`config.mk`:
```
export PLATFORM = sky130hd
export DESIGN_NAME = xcf_tile_rle_decoder
export DESIGN_NICKNAME = d
export VERILOG_FILES = /design/src/rtl/xcftrd_pkg.sv /design/src/rtl/xcftrd_decode.sv /design/src/rtl/xcf_tile_rle_decoder.sv
export VERILOG_INCLUDE_DIRS = /design/src /design/src/rtl
export SDC_FILE = /design/constraint.sdc
export NUM_CORES = 1
export LEC_CHECK = 0
export BUFFER_PORTS_ARGS = -buffer_cell sky130_fd_sc_hd__buf_2
export CAP_MARGIN = 10
export CORE_ASPECT_RATIO = 2
export CORE_MARGIN = 2
export CORE_UTILIZATION = 60
export CTS_CLUSTER_DIAMETER = 150
export DETAILED_ROUTE_END_ITERATION = 12
export GPL_ROUTABILITY_DRIVEN = 0
export PLACE_DENSITY = 0.91
export SYNTH_ARGS = -nofsm -noshare
export SYNTH_HDL_FRONTEND = slang
export SYNTH_SLANG_ARGS = --single-unit
export TNS_END_PERCENT = 100
```
`constraint.sdc`:
```
create_clock -name clock -period 7.8 [get_ports clock]
set_input_delay 1.56 -clock clock [delete_from_list [all_inputs] [get_ports clock]]
set_output_delay 1.56 -clock clock [all_outputs]
set_load 0.01 [all_outputs]
```
`src/rtl/xcf_tile_rle_decoder_assert.svh`:
```
// Assertion macros for the tile run-length decoder.
// ASSERT_OFF removes every check from the build.
`ifndef XCF_TILE_RLE_DECODER_ASSERT_SVH
`define XCF_TILE_RLE_DECODER_ASSERT_SVH

`ifndef ASSERT_OFF

// Implication check, sampled on the clock and disabled in reset
`define XCFTRD_ASSERT(label, clk, rst, prop, msg) \
   label: assert property (@(posedge clk) disable iff (rst) (prop)) else $error(msg);

// Condition that must never be true
`define XCFTRD_ASSERT_NEVER(label, clk, rst, cond, msg) \
   label: assert property (@(posedge clk) disable iff (rst) !(cond)) else $error(msg);

`else

`define XCFTRD_ASSERT(label, clk, rst, prop, msg)
`define XCFTRD_ASSERT_NEVER(label, clk, rst, cond, msg)

`endif

`endif

```
`src/rtl/xcftrd_pkg.sv`:
```
`default_nettype none

package xcftrd_pkg;

   // Tile limits
   localparam int MAX_TILE_PIXELS = 4096;
   localparam int MAX_CHANNELS    = 4;

   // Field widths
   localparam int PIX_W      = $clog2(MAX_TILE_PIXELS);
   localparam int CNT_W      = PIX_W + 1;
   localparam int CH_W       = 2;
   localparam int BPP_W      = 3;
   localparam int BYTE_W     = 8;
   localparam int RUN_W      = 16;
   localparam int CSR_IDX_W  = 2;
   localparam int CSR_DATA_W = 13;

   // Header decode constants
   localparam logic [BYTE_W:0] LEN_WRAP = 9'd256;
   localparam logic [BYTE_W:0] LEN_LONG = 9'd128;

   // Register indexes
   localparam logic [CSR_IDX_W-1:0] CSR_BYTES_PER_PIXEL = 2'd0;
   localparam logic [CSR_IDX_W-1:0] CSR_TILE_PIXELS     = 2'd1;

   // Decoder phase
   typedef enum logic [2:0] {
      PH_HEADER,
      PH_LEN_HI,
      PH_LEN_LO,
      PH_LITERAL,
      PH_REPEAT,
      PH_SKIP
   } phase_type;

   // Effective tile geometry after clipping
   typedef struct packed {
      logic [CH_W-1:0]  last_ch;
      logic [CNT_W-1:0] pixels;
   } cfg_type;

   // One write command
   typedef struct packed {
      logic [CH_W-1:0]   channel;
      logic [PIX_W-1:0]  start_pixel;
      logic [CNT_W-1:0]  run_count;
      logic [BYTE_W-1:0] fill_value;
      logic              channel_done;
      logic              tile_done;
      logic              overrun;
   } rsp_word_type;

endpackage

`default_nettype wire

```
`src/rtl/xcftrd_decode.sv`:
```
`default_nettype none

// Run-length state machine: consumes one byte per step, emits at most one write.
module xcftrd_decode (
   input  wire logic                              clock,
   input  wire logic                              reset,
   input  wire logic                              restart,
   input  wire logic                              step,
   input  wire logic [xcftrd_pkg::BYTE_W-1:0]     in_byte,
   input  wire xcftrd_pkg::cfg_type               cfg,
   output logic                                   emit,
   output xcftrd_pkg::rsp_word_type               word
);

   xcftrd_pkg::phase_type phase_ff, phase_in;
   logic                                 lit_ff, lit_in;
   logic [xcftrd_pkg::CH_W-1:0]          ch_ff, ch_in;
   logic [xcftrd_pkg::PIX_W-1:0]         pos_ff, pos_in;
   logic [xcftrd_pkg::RUN_W-1:0]         run_ff, run_in;
   logic [xcftrd_pkg::BYTE_W-1:0]        hi_ff, hi_in;

   logic [xcftrd_pkg::CNT_W-1:0]         pos_ext;
   logic [xcftrd_pkg::CNT_W-1:0]         left;
   logic                                 rep_over;
   logic [xcftrd_pkg::CNT_W-1:0]         cnt;
   logic [xcftrd_pkg::CNT_W-1:0]         sum;
   logic                                 done;
   logic                                 last;
   logic                                 hdr_lit;
   logic [xcftrd_pkg::BYTE_W:0]          hdr_len;
   logic [xcftrd_pkg::RUN_W-1:0]         run_dec;
   logic [xcftrd_pkg::RUN_W-1:0]         run_long;

   // Pixels left in the channel and clipped run length
   assign pos_ext  = {1'b0, pos_ff};
   assign left     = cfg.pixels - pos_ext;
   assign rep_over = run_ff > xcftrd_pkg::RUN_W'(left);
   assign cnt      = (phase_ff == xcftrd_pkg::PH_REPEAT)
                     ? (rep_over ? left : run_ff[xcftrd_pkg::CNT_W-1:0])
                     : xcftrd_pkg::CNT_W'(1);
   assign sum      = pos_ext + cnt;
   assign done     = sum >= cfg.pixels;
   assign last     = (ch_ff == cfg.last_ch);

   // Header decode
   assign hdr_lit  = in_byte[xcftrd_pkg::BYTE_W-1];
   assign hdr_len  = hdr_lit ? (xcftrd_pkg::LEN_WRAP - {1'b0, in_byte})
                             : ({1'b0, in_byte} + 9'd1);
   assign run_dec  = (run_ff == '0) ? '0 : run_ff - 16'd1;
   assign run_long = {hi_ff, in_byte};

   // State register
   always_ff @(posedge clock) begin
      if (reset || restart) begin
         phase_ff <= xcftrd_pkg::PH_HEADER;
         lit_ff   <= 1'b0;
         ch_ff    <= '0;
         pos_ff   <= '0;
         run_ff   <= '0;
         hi_ff    <= '0;
      end else if (step) begin
         phase_ff <= phase_in;
         lit_ff   <= lit_in;
         ch_ff    <= ch_in;
         pos_ff   <= pos_in;
         run_ff   <= run_in;
         hi_ff    <= hi_in;
      end
   end

   // Next state and write command
   always_comb begin
      phase_in = phase_ff;
      lit_in   = lit_ff;
      ch_in    = ch_ff;
      pos_in   = pos_ff;
      run_in   = run_ff;
      hi_in    = hi_ff;
      emit     = 1'b0;

      word.channel      = ch_ff;
      word.start_pixel  = pos_ff;
      word.run_count    = cnt;
      word.fill_value   = in_byte;
      word.channel_done = done;
      word.tile_done    = done && last;
      word.overrun      = 1'b0;

      case (phase_ff)
         xcftrd_pkg::PH_HEADER: begin
            lit_in = hdr_lit;
            if (hdr_len == xcftrd_pkg::LEN_LONG) begin
               phase_in = xcftrd_pkg::PH_LEN_HI;
            end else begin
               run_in   = xcftrd_pkg::RUN_W'(hdr_len);
               phase_in = hdr_lit ? xcftrd_pkg::PH_LITERAL : xcftrd_pkg::PH_REPEAT;
            end
         end
         xcftrd_pkg::PH_LEN_HI: begin
            hi_in    = in_byte;
            phase_in = xcftrd_pkg::PH_LEN_LO;
         end
         xcftrd_pkg::PH_LEN_LO: begin
            run_in = run_long;
            if (lit_ff) begin
               phase_in = (run_long == '0) ? xcftrd_pkg::PH_HEADER
                                           : xcftrd_pkg::PH_LITERAL;
            end else begin
               phase_in = xcftrd_pkg::PH_REPEAT;
            end
         end
         xcftrd_pkg::PH_LITERAL: begin
            emit         = 1'b1;
            word.overrun = (run_ff > 16'd1) && done;
            run_in       = run_dec;
            if (run_dec == '0) begin
               phase_in = xcftrd_pkg::PH_HEADER;
            end else if (done) begin
               phase_in = xcftrd_pkg::PH_SKIP;
            end
         end
         xcftrd_pkg::PH_REPEAT: begin
            phase_in = xcftrd_pkg::PH_HEADER;
            run_in   = '0;
            if (run_ff != '0) begin
               emit         = 1'b1;
               word.overrun = rep_over;
            end
         end
         xcftrd_pkg::PH_SKIP: begin
            run_in = run_dec;
            if (run_dec == '0) begin
               phase_in = xcftrd_pkg::PH_HEADER;
            end
         end
         default: begin
            phase_in = xcftrd_pkg::PH_HEADER;
         end
      endcase

      // Pixel and channel advance on each write
      if (emit) begin
         if (done) begin
            pos_in = '0;
            ch_in  = last ? '0 : ch_ff + 2'd1;
         end else begin
            pos_in = sum[xcftrd_pkg::PIX_W-1:0];
         end
      end
   end

endmodule

`default_nettype wire

```
`src/rtl/xcf_tile_rle_decoder.sv`:
```
// Channel  Direction  Handshake          Payload
// req      in         valid / stall      data_byte
// rsp      out        valid / stall      channel, start_pixel, run_count, fill_value,
//                                        channel_done, tile_done, overrun
// csr      in         valid / ready      index, wdata (0 bytes_per_pixel, 1 tile_pixels)
//
// One byte per cycle sustained unless rsp_stall holds the output; a byte passes through the input byte register
// and then the output command register before its write command appears.
// Header, length and skipped bytes give no command.
// Synchronous active-high reset; a write to bytes_per_pixel or tile_pixels restarts decoding at channel 0.
// rsp_stall holds the output register and backs up into req_stall the same cycle.
`default_nettype none

`include "xcf_tile_rle_decoder_assert.svh"

module xcf_tile_rle_decoder (
   input  wire logic                                  clock,
   input  wire logic                                  reset,

   input  wire logic                                  req_valid,
   output logic                                       req_stall,
   input  wire logic [xcftrd_pkg::BYTE_W-1:0]         req_data_byte,

   output logic                                       rsp_valid,
   input  wire logic                                  rsp_stall,
   output logic [xcftrd_pkg::CH_W-1:0]                rsp_channel,
   output logic [xcftrd_pkg::PIX_W-1:0]               rsp_start_pixel,
   output logic [xcftrd_pkg::CNT_W-1:0]               rsp_run_count,
   output logic [xcftrd_pkg::BYTE_W-1:0]              rsp_fill_value,
   output logic                                       rsp_channel_done,
   output logic                                       rsp_tile_done,
   output logic                                       rsp_overrun,

   input  wire logic                                  csr_valid,
   output logic                                       csr_ready,
   input  wire logic [xcftrd_pkg::CSR_IDX_W-1:0]      csr_index,
   input  wire logic [xcftrd_pkg::CSR_DATA_W-1:0]     csr_wdata
);

   xcftrd_pkg::cfg_type        cfg_ff, cfg_in;
   logic                       restart;
   logic [xcftrd_pkg::BPP_W-1:0] bpp;
   logic [xcftrd_pkg::BPP_W-1:0] bpp_m1;
   logic [xcftrd_pkg::CNT_W-1:0] tpx;

   logic                         in_valid_ff, in_valid_in;
   logic [xcftrd_pkg::BYTE_W-1:0] in_byte_ff;
   logic                         out_free;
   logic                         step;
   logic                         emit;
   xcftrd_pkg::rsp_word_type     word;
   logic                         rsp_valid_ff, rsp_valid_in;
   xcftrd_pkg::rsp_word_type     rsp_word_ff;

   // Configuration: clip to the supported range when written
   assign csr_ready = 1'b1;
   assign bpp       = csr_wdata[xcftrd_pkg::BPP_W-1:0];
   assign bpp_m1    = bpp - 3'd1;
   assign tpx       = csr_wdata[xcftrd_pkg::CNT_W-1:0];
   assign restart   = csr_valid && csr_ready &&
                      ((csr_index == xcftrd_pkg::CSR_BYTES_PER_PIXEL) ||
                       (csr_index == xcftrd_pkg::CSR_TILE_PIXELS));

   always_comb begin
      cfg_in = cfg_ff;
      if (csr_valid && csr_ready) begin
         if (csr_index == xcftrd_pkg::CSR_BYTES_PER_PIXEL) begin
            if (bpp == '0) begin
               cfg_in.last_ch = '0;
            end else if (bpp > xcftrd_pkg::BPP_W'(xcftrd_pkg::MAX_CHANNELS)) begin
               cfg_in.last_ch = xcftrd_pkg::CH_W'(xcftrd_pkg::MAX_CHANNELS - 1);
            end else begin
               cfg_in.last_ch = bpp_m1[xcftrd_pkg::CH_W-1:0];
            end
         end else if (csr_index == xcftrd_pkg::CSR_TILE_PIXELS) begin
            if (tpx == '0) begin
               cfg_in.pixels = xcftrd_pkg::CNT_W'(1);
            end else if (tpx > xcftrd_pkg::CNT_W'(xcftrd_pkg::MAX_TILE_PIXELS)) begin
               cfg_in.pixels = xcftrd_pkg::CNT_W'(xcftrd_pkg::MAX_TILE_PIXELS);
            end else begin
               cfg_in.pixels = tpx;
            end
         end
      end
   end

   always_ff @(posedge clock) begin
      if (reset) begin
         cfg_ff.last_ch <= xcftrd_pkg::CH_W'(xcftrd_pkg::MAX_CHANNELS - 1);
         cfg_ff.pixels  <= xcftrd_pkg::CNT_W'(xcftrd_pkg::MAX_TILE_PIXELS);
      end else begin
         cfg_ff <= cfg_in;
      end
   end

   // Pipeline control
   assign out_free    = !rsp_valid_ff || !rsp_stall;
   assign step        = in_valid_ff && out_free;
   assign req_stall   = in_valid_ff && !out_free;
   assign in_valid_in = req_stall ? in_valid_ff : req_valid;
   assign rsp_valid_in = out_free ? (step && emit) : rsp_valid_ff;

   // Input byte register
   always_ff @(posedge clock) begin
      if (reset) begin
         in_valid_ff <= 1'b0;
      end else begin
         in_valid_ff <= in_valid_in;
      end
   end

   always_ff @(posedge clock) begin
      if (req_valid && !req_stall) begin
         in_byte_ff <= req_data_byte;
      end
   end

   xcftrd_decode u_decode (
      .clock   (clock),
      .reset   (reset),
      .restart (restart),
      .step    (step),
      .in_byte (in_byte_ff),
      .cfg     (cfg_ff),
      .emit    (emit),
      .word    (word)
   );

   // Output command register
   always_ff @(posedge clock) begin
      if (reset) begin
         rsp_valid_ff <= 1'b0;
      end else begin
         rsp_valid_ff <= rsp_valid_in;
      end
   end

   always_ff @(posedge clock) begin
      if (step && emit) begin
         rsp_word_ff <= word;
      end
   end

   assign rsp_valid        = rsp_valid_ff;
   assign rsp_channel      = rsp_word_ff.channel;
   assign rsp_start_pixel  = rsp_word_ff.start_pixel;
   assign rsp_run_count    = rsp_word_ff.run_count;
   assign rsp_fill_value   = rsp_word_ff.fill_value;
   assign rsp_channel_done = rsp_word_ff.channel_done;
   assign rsp_tile_done    = rsp_word_ff.tile_done;
   assign rsp_overrun      = rsp_word_ff.overrun;

   // Checks
   `XCFTRD_ASSERT_NEVER(a_count_nonzero, clock, reset, rsp_valid_ff && (rsp_run_count == '0), "zero-length write")
   `XCFTRD_ASSERT(a_tile_implies_ch, clock, reset, (rsp_valid_ff && rsp_tile_done) |-> rsp_channel_done, "tile done without channel done")
   `XCFTRD_ASSERT(a_run_in_tile, clock, reset, rsp_valid_ff |-> (({1'b0, rsp_start_pixel} + rsp_run_count) <= cfg_ff.pixels), "write past end of channel")
   `XCFTRD_ASSERT(a_channel_in_range, clock, reset, rsp_valid_ff |-> (rsp_channel <= cfg_ff.last_ch), "channel beyond bytes per pixel")

endmodule

`default_nettype wire
```
==> results.toml <==
[synthesis]
synth.avg_cell_area_um2 = 8.77
ys_ff_latch = 105
yosys-top-cells-area = "edfxtp_1 (20%), dfxtp_1 (17%), ha_1 (11%), a21oi_1 (4.7%), nor2_1 (3.8%)"
synth_flop_cell = "dfxtp_1"
synth_warnings = 0
synth_async_sr_flop_share_pct = 0
yosysTopAreaCell = "edfxtp_1"
synthCells = 784
syn_nets = 872
yosysTopAreaCellShare_pct = 20.1
yosysMostFrequentCell = "nor2_1"
synth_edf_count = 46
synth_common_cells = "nor2_1 (70), a21oi_1 (64), nand2_1 (62)"
synth_cell_types = 75
yosysSeqAreaShare_pct = 37.3
syn_area_um2 = 6870

[setup_path]
r2r-end = "u_decode.phase_ff[1]"
timing.rr.start = "u_decode.pos_ff[1]"
crit_end = "u_decode.phase_ff[1]"
crit_arrival_ns = 7.64
path_class = "reg -> reg"
critPathRequiredTime_ns = 8.10
critPathMaxStageDelay_ns = 0.54
startpoint = "u_decode.pos_ff[1]"
crit_path_frequent_cell = "ha_1"
worst_setup_path_start_kind = "flop"
r2r_slack_ns = 0.47
crit_fanout = 15
endpoint_kind = "flop"
reg2regPathDepth = 28
worst_path_max_delay_cell = "o311ai_0"

[cts]
hold_buffers = 0
htreeDepth = 3
cts-resized-gates = 0
cts_root_buf = "clkbuf_16"
clock_latency_ns = 0.36
clock_path_buffers = 2
cts.sinks = 105
cts.clk_slew.worst_paths_ns = 0.08
cts_setup_buffers = 0
cts_tree = "built"
numCtsBuffers = 9

[power]
power_switching_mw = 0.376
switching_share_pct = 29.0
pwr-share-comb_pct = 16.0
p_per_area_nw_per_um2 = 171
power.leakage_nw = 2.99
p_int_mw = 0.920
irDropWorstVdd_mv = 0.136
seqPwrFrac_pct = 46.5
pwr-share-clk_pct = 37.5

[grt]
grt_pass1_wl_um = 30800
grt.overflow.total = 0
grt_pass1_vias = 6442
grt_util_all_layers_pct = 32.4
antenna_found_initial = 0
grt_max_degree = 51

[floorplan]
die_x_um = 79.7
coreArea_um2 = 11200
start_util_pct = 61.3
pin_count = 69
fp.dieArea_um2 = 12400
fp-row-count = 55
die_h_um = 155

[sta]
drv_slew = 0
finClkSkew_ns = 0.0125
finalSetupViolations = 0
tightest_slew_ns = 1.02
slew-limit-headroom_pct = 32.0
fmax_ghz = 0.136
rsz0062_at_grt = "no"
post-route-period-util_pct = 94.0
whs_ns = 0.505
setup-tns-final_ns = 0
hold_viol = 0
period_needed_ns = 7.33

[routing]
drt_wl_total_um = 19500
drcViolationCount = 0
wire_per_inst_um = 20.0
route.vias.total = 6412
first_pass_iters = 5
drt_iter0_markers = 464
ant_nets = 0
post_drt_via_cell_ratio = 6.57

[placed_design]
dp_hpwl_um = 14700
numPortBuffers = 67
place_inst = 960

[layout]
drive_above_1_share_pct = 12.9
diodes = 0
instances_no_fill = 976
syn_to_final_growth_pct = 10.2
utilization_pct = 67.5
nets = 917

[worst_hold_path]
hold_path_depth = 2
hold_path_class = "reg -> reg"

[flow_run]
max_cap_violations = 0

[outcome]
status = "completed"
==> registers in the layout (all words and copies together), names as in the netlist, 2 cells and up <==
name / cells
u_decode.pos_ff: 12
in_byte_ff: 8
rsp_start_pixel: 12
cfg_ff: 15
u_decode.ch_ff: 2
u_decode.phase_ff: 3
u_decode.run_ff: 16
rsp_fill_value: 8
u_decode.hi_ff: 8
rsp_channel: 2
rsp_run_count: 13
==> worst min path at each step <==
stage,start,endpoint,slack [ns]
after detailed placement,u_decode.pos_ff[6],rsp_start_pixel[6],0.49
after floorplan,in_byte_ff[3],rsp_fill_value[3],0.42
after global routing,u_decode.pos_ff[9],rsp_start_pixel[9],0.52
final,u_decode.pos_ff[8],u_decode.pos_ff[8],0.51
after CTS,u_decode.pos_ff[9],u_decode.pos_ff[9],0.51
after global placement,u_decode.pos_ff[6],u_decode.pos_ff[6],0.47
==> routing by layer <==
metal  routed length [um]  GRT usage (%)  vias up
li1                     -              -     2945
met1                 6130           29.7     2994
met2                10400           58.7      327
met3                 1080           5.68      146
met4                 1910           28.4        0
met5                    0              0        -
==> cell type report <==
type / count / area, um2
fillers: 862 / 3640
repair buffers: 71 / 365
multi-input cells: 586 / 3940
clock inverters: 7 / 95.1
inverters: 56 / 210
flip-flops and latches: 105 / 2560
clock buffers: 9 / 225
well taps: 142 / 178
==> worst max-delay path, delay by kind of cell (launching register included) <==
family                     cells  cell delay, ns
DFF                            1            0.45
buffers and inverters          2            0.43
adders and majority gates      4            1.21
AOI/OAI and AO/OA             14            3.78
and+or+nand+nor                6            1.00
muxes                          1            0.25
xor gates and xnor gates       1            0.15
==> metrics by stage <==
| step | power, mW | instance area (um2) | setup WS (ns) |
|---|---|---|---|
| after floorplan | 0.756 | 6870 | 1.47 |
| after CTS | 1.29 | 7570 | 0.439 |
| final | 1.30 | 7580 | 0.467 |
| after global routing | 1.34 | 7580 | 0.0498 |
| after detailed placement | 0.811 | 7250 | 0.621 |
| after global placement | 0.806 | 7250 | 0.819 |
==> power by group through the flow <==
stage / combinational, mW / sequential (mW) / clock [mW]
final: 0.207 / 0.603 / 0.486
after global routing: 0.224 / 0.604 / 0.512
after CTS: 0.199 / 0.601 / 0.487
after detailed placement: 0.197 / 0.614 / 0
after global placement: 0.193 / 0.614 / 0
after floorplan: 0.153 / 0.603 / 0
==> cells by family after synthesis <==
family                   share of synthesized area [%]
AND/OR/NAND/NOR                                   20.5
AO/OA/AOI/OAI                                     18.7
multiplexers                                      2.33
other                                           0.0546
adder cells (fa/ha/maj)                           11.3
flip-flops                                        37.3
buffers and inverters                             5.64
XOR/XNOR                                          4.20
==> layout by cell type (no fill, tap or decap), drive strengths merged, types with 8 or more instances in the layout <==
master and instances:
or3 8, o31ai 8, o211ai 15, nor2b 9, nor2 71, nor4 13, clkbuf 9, o21ai 37
mux2i 16, a21oi 64, a21o 8, nor3 16, xor2 14, ha 58, a22oi 11, nand3 40
and2 11, nand2b 9, edfxtp 46, nand2 62, buf 71, inv 60, dfxtp 59, xnor2 19
nand4 8
Power figures use the tool's default switching activity.
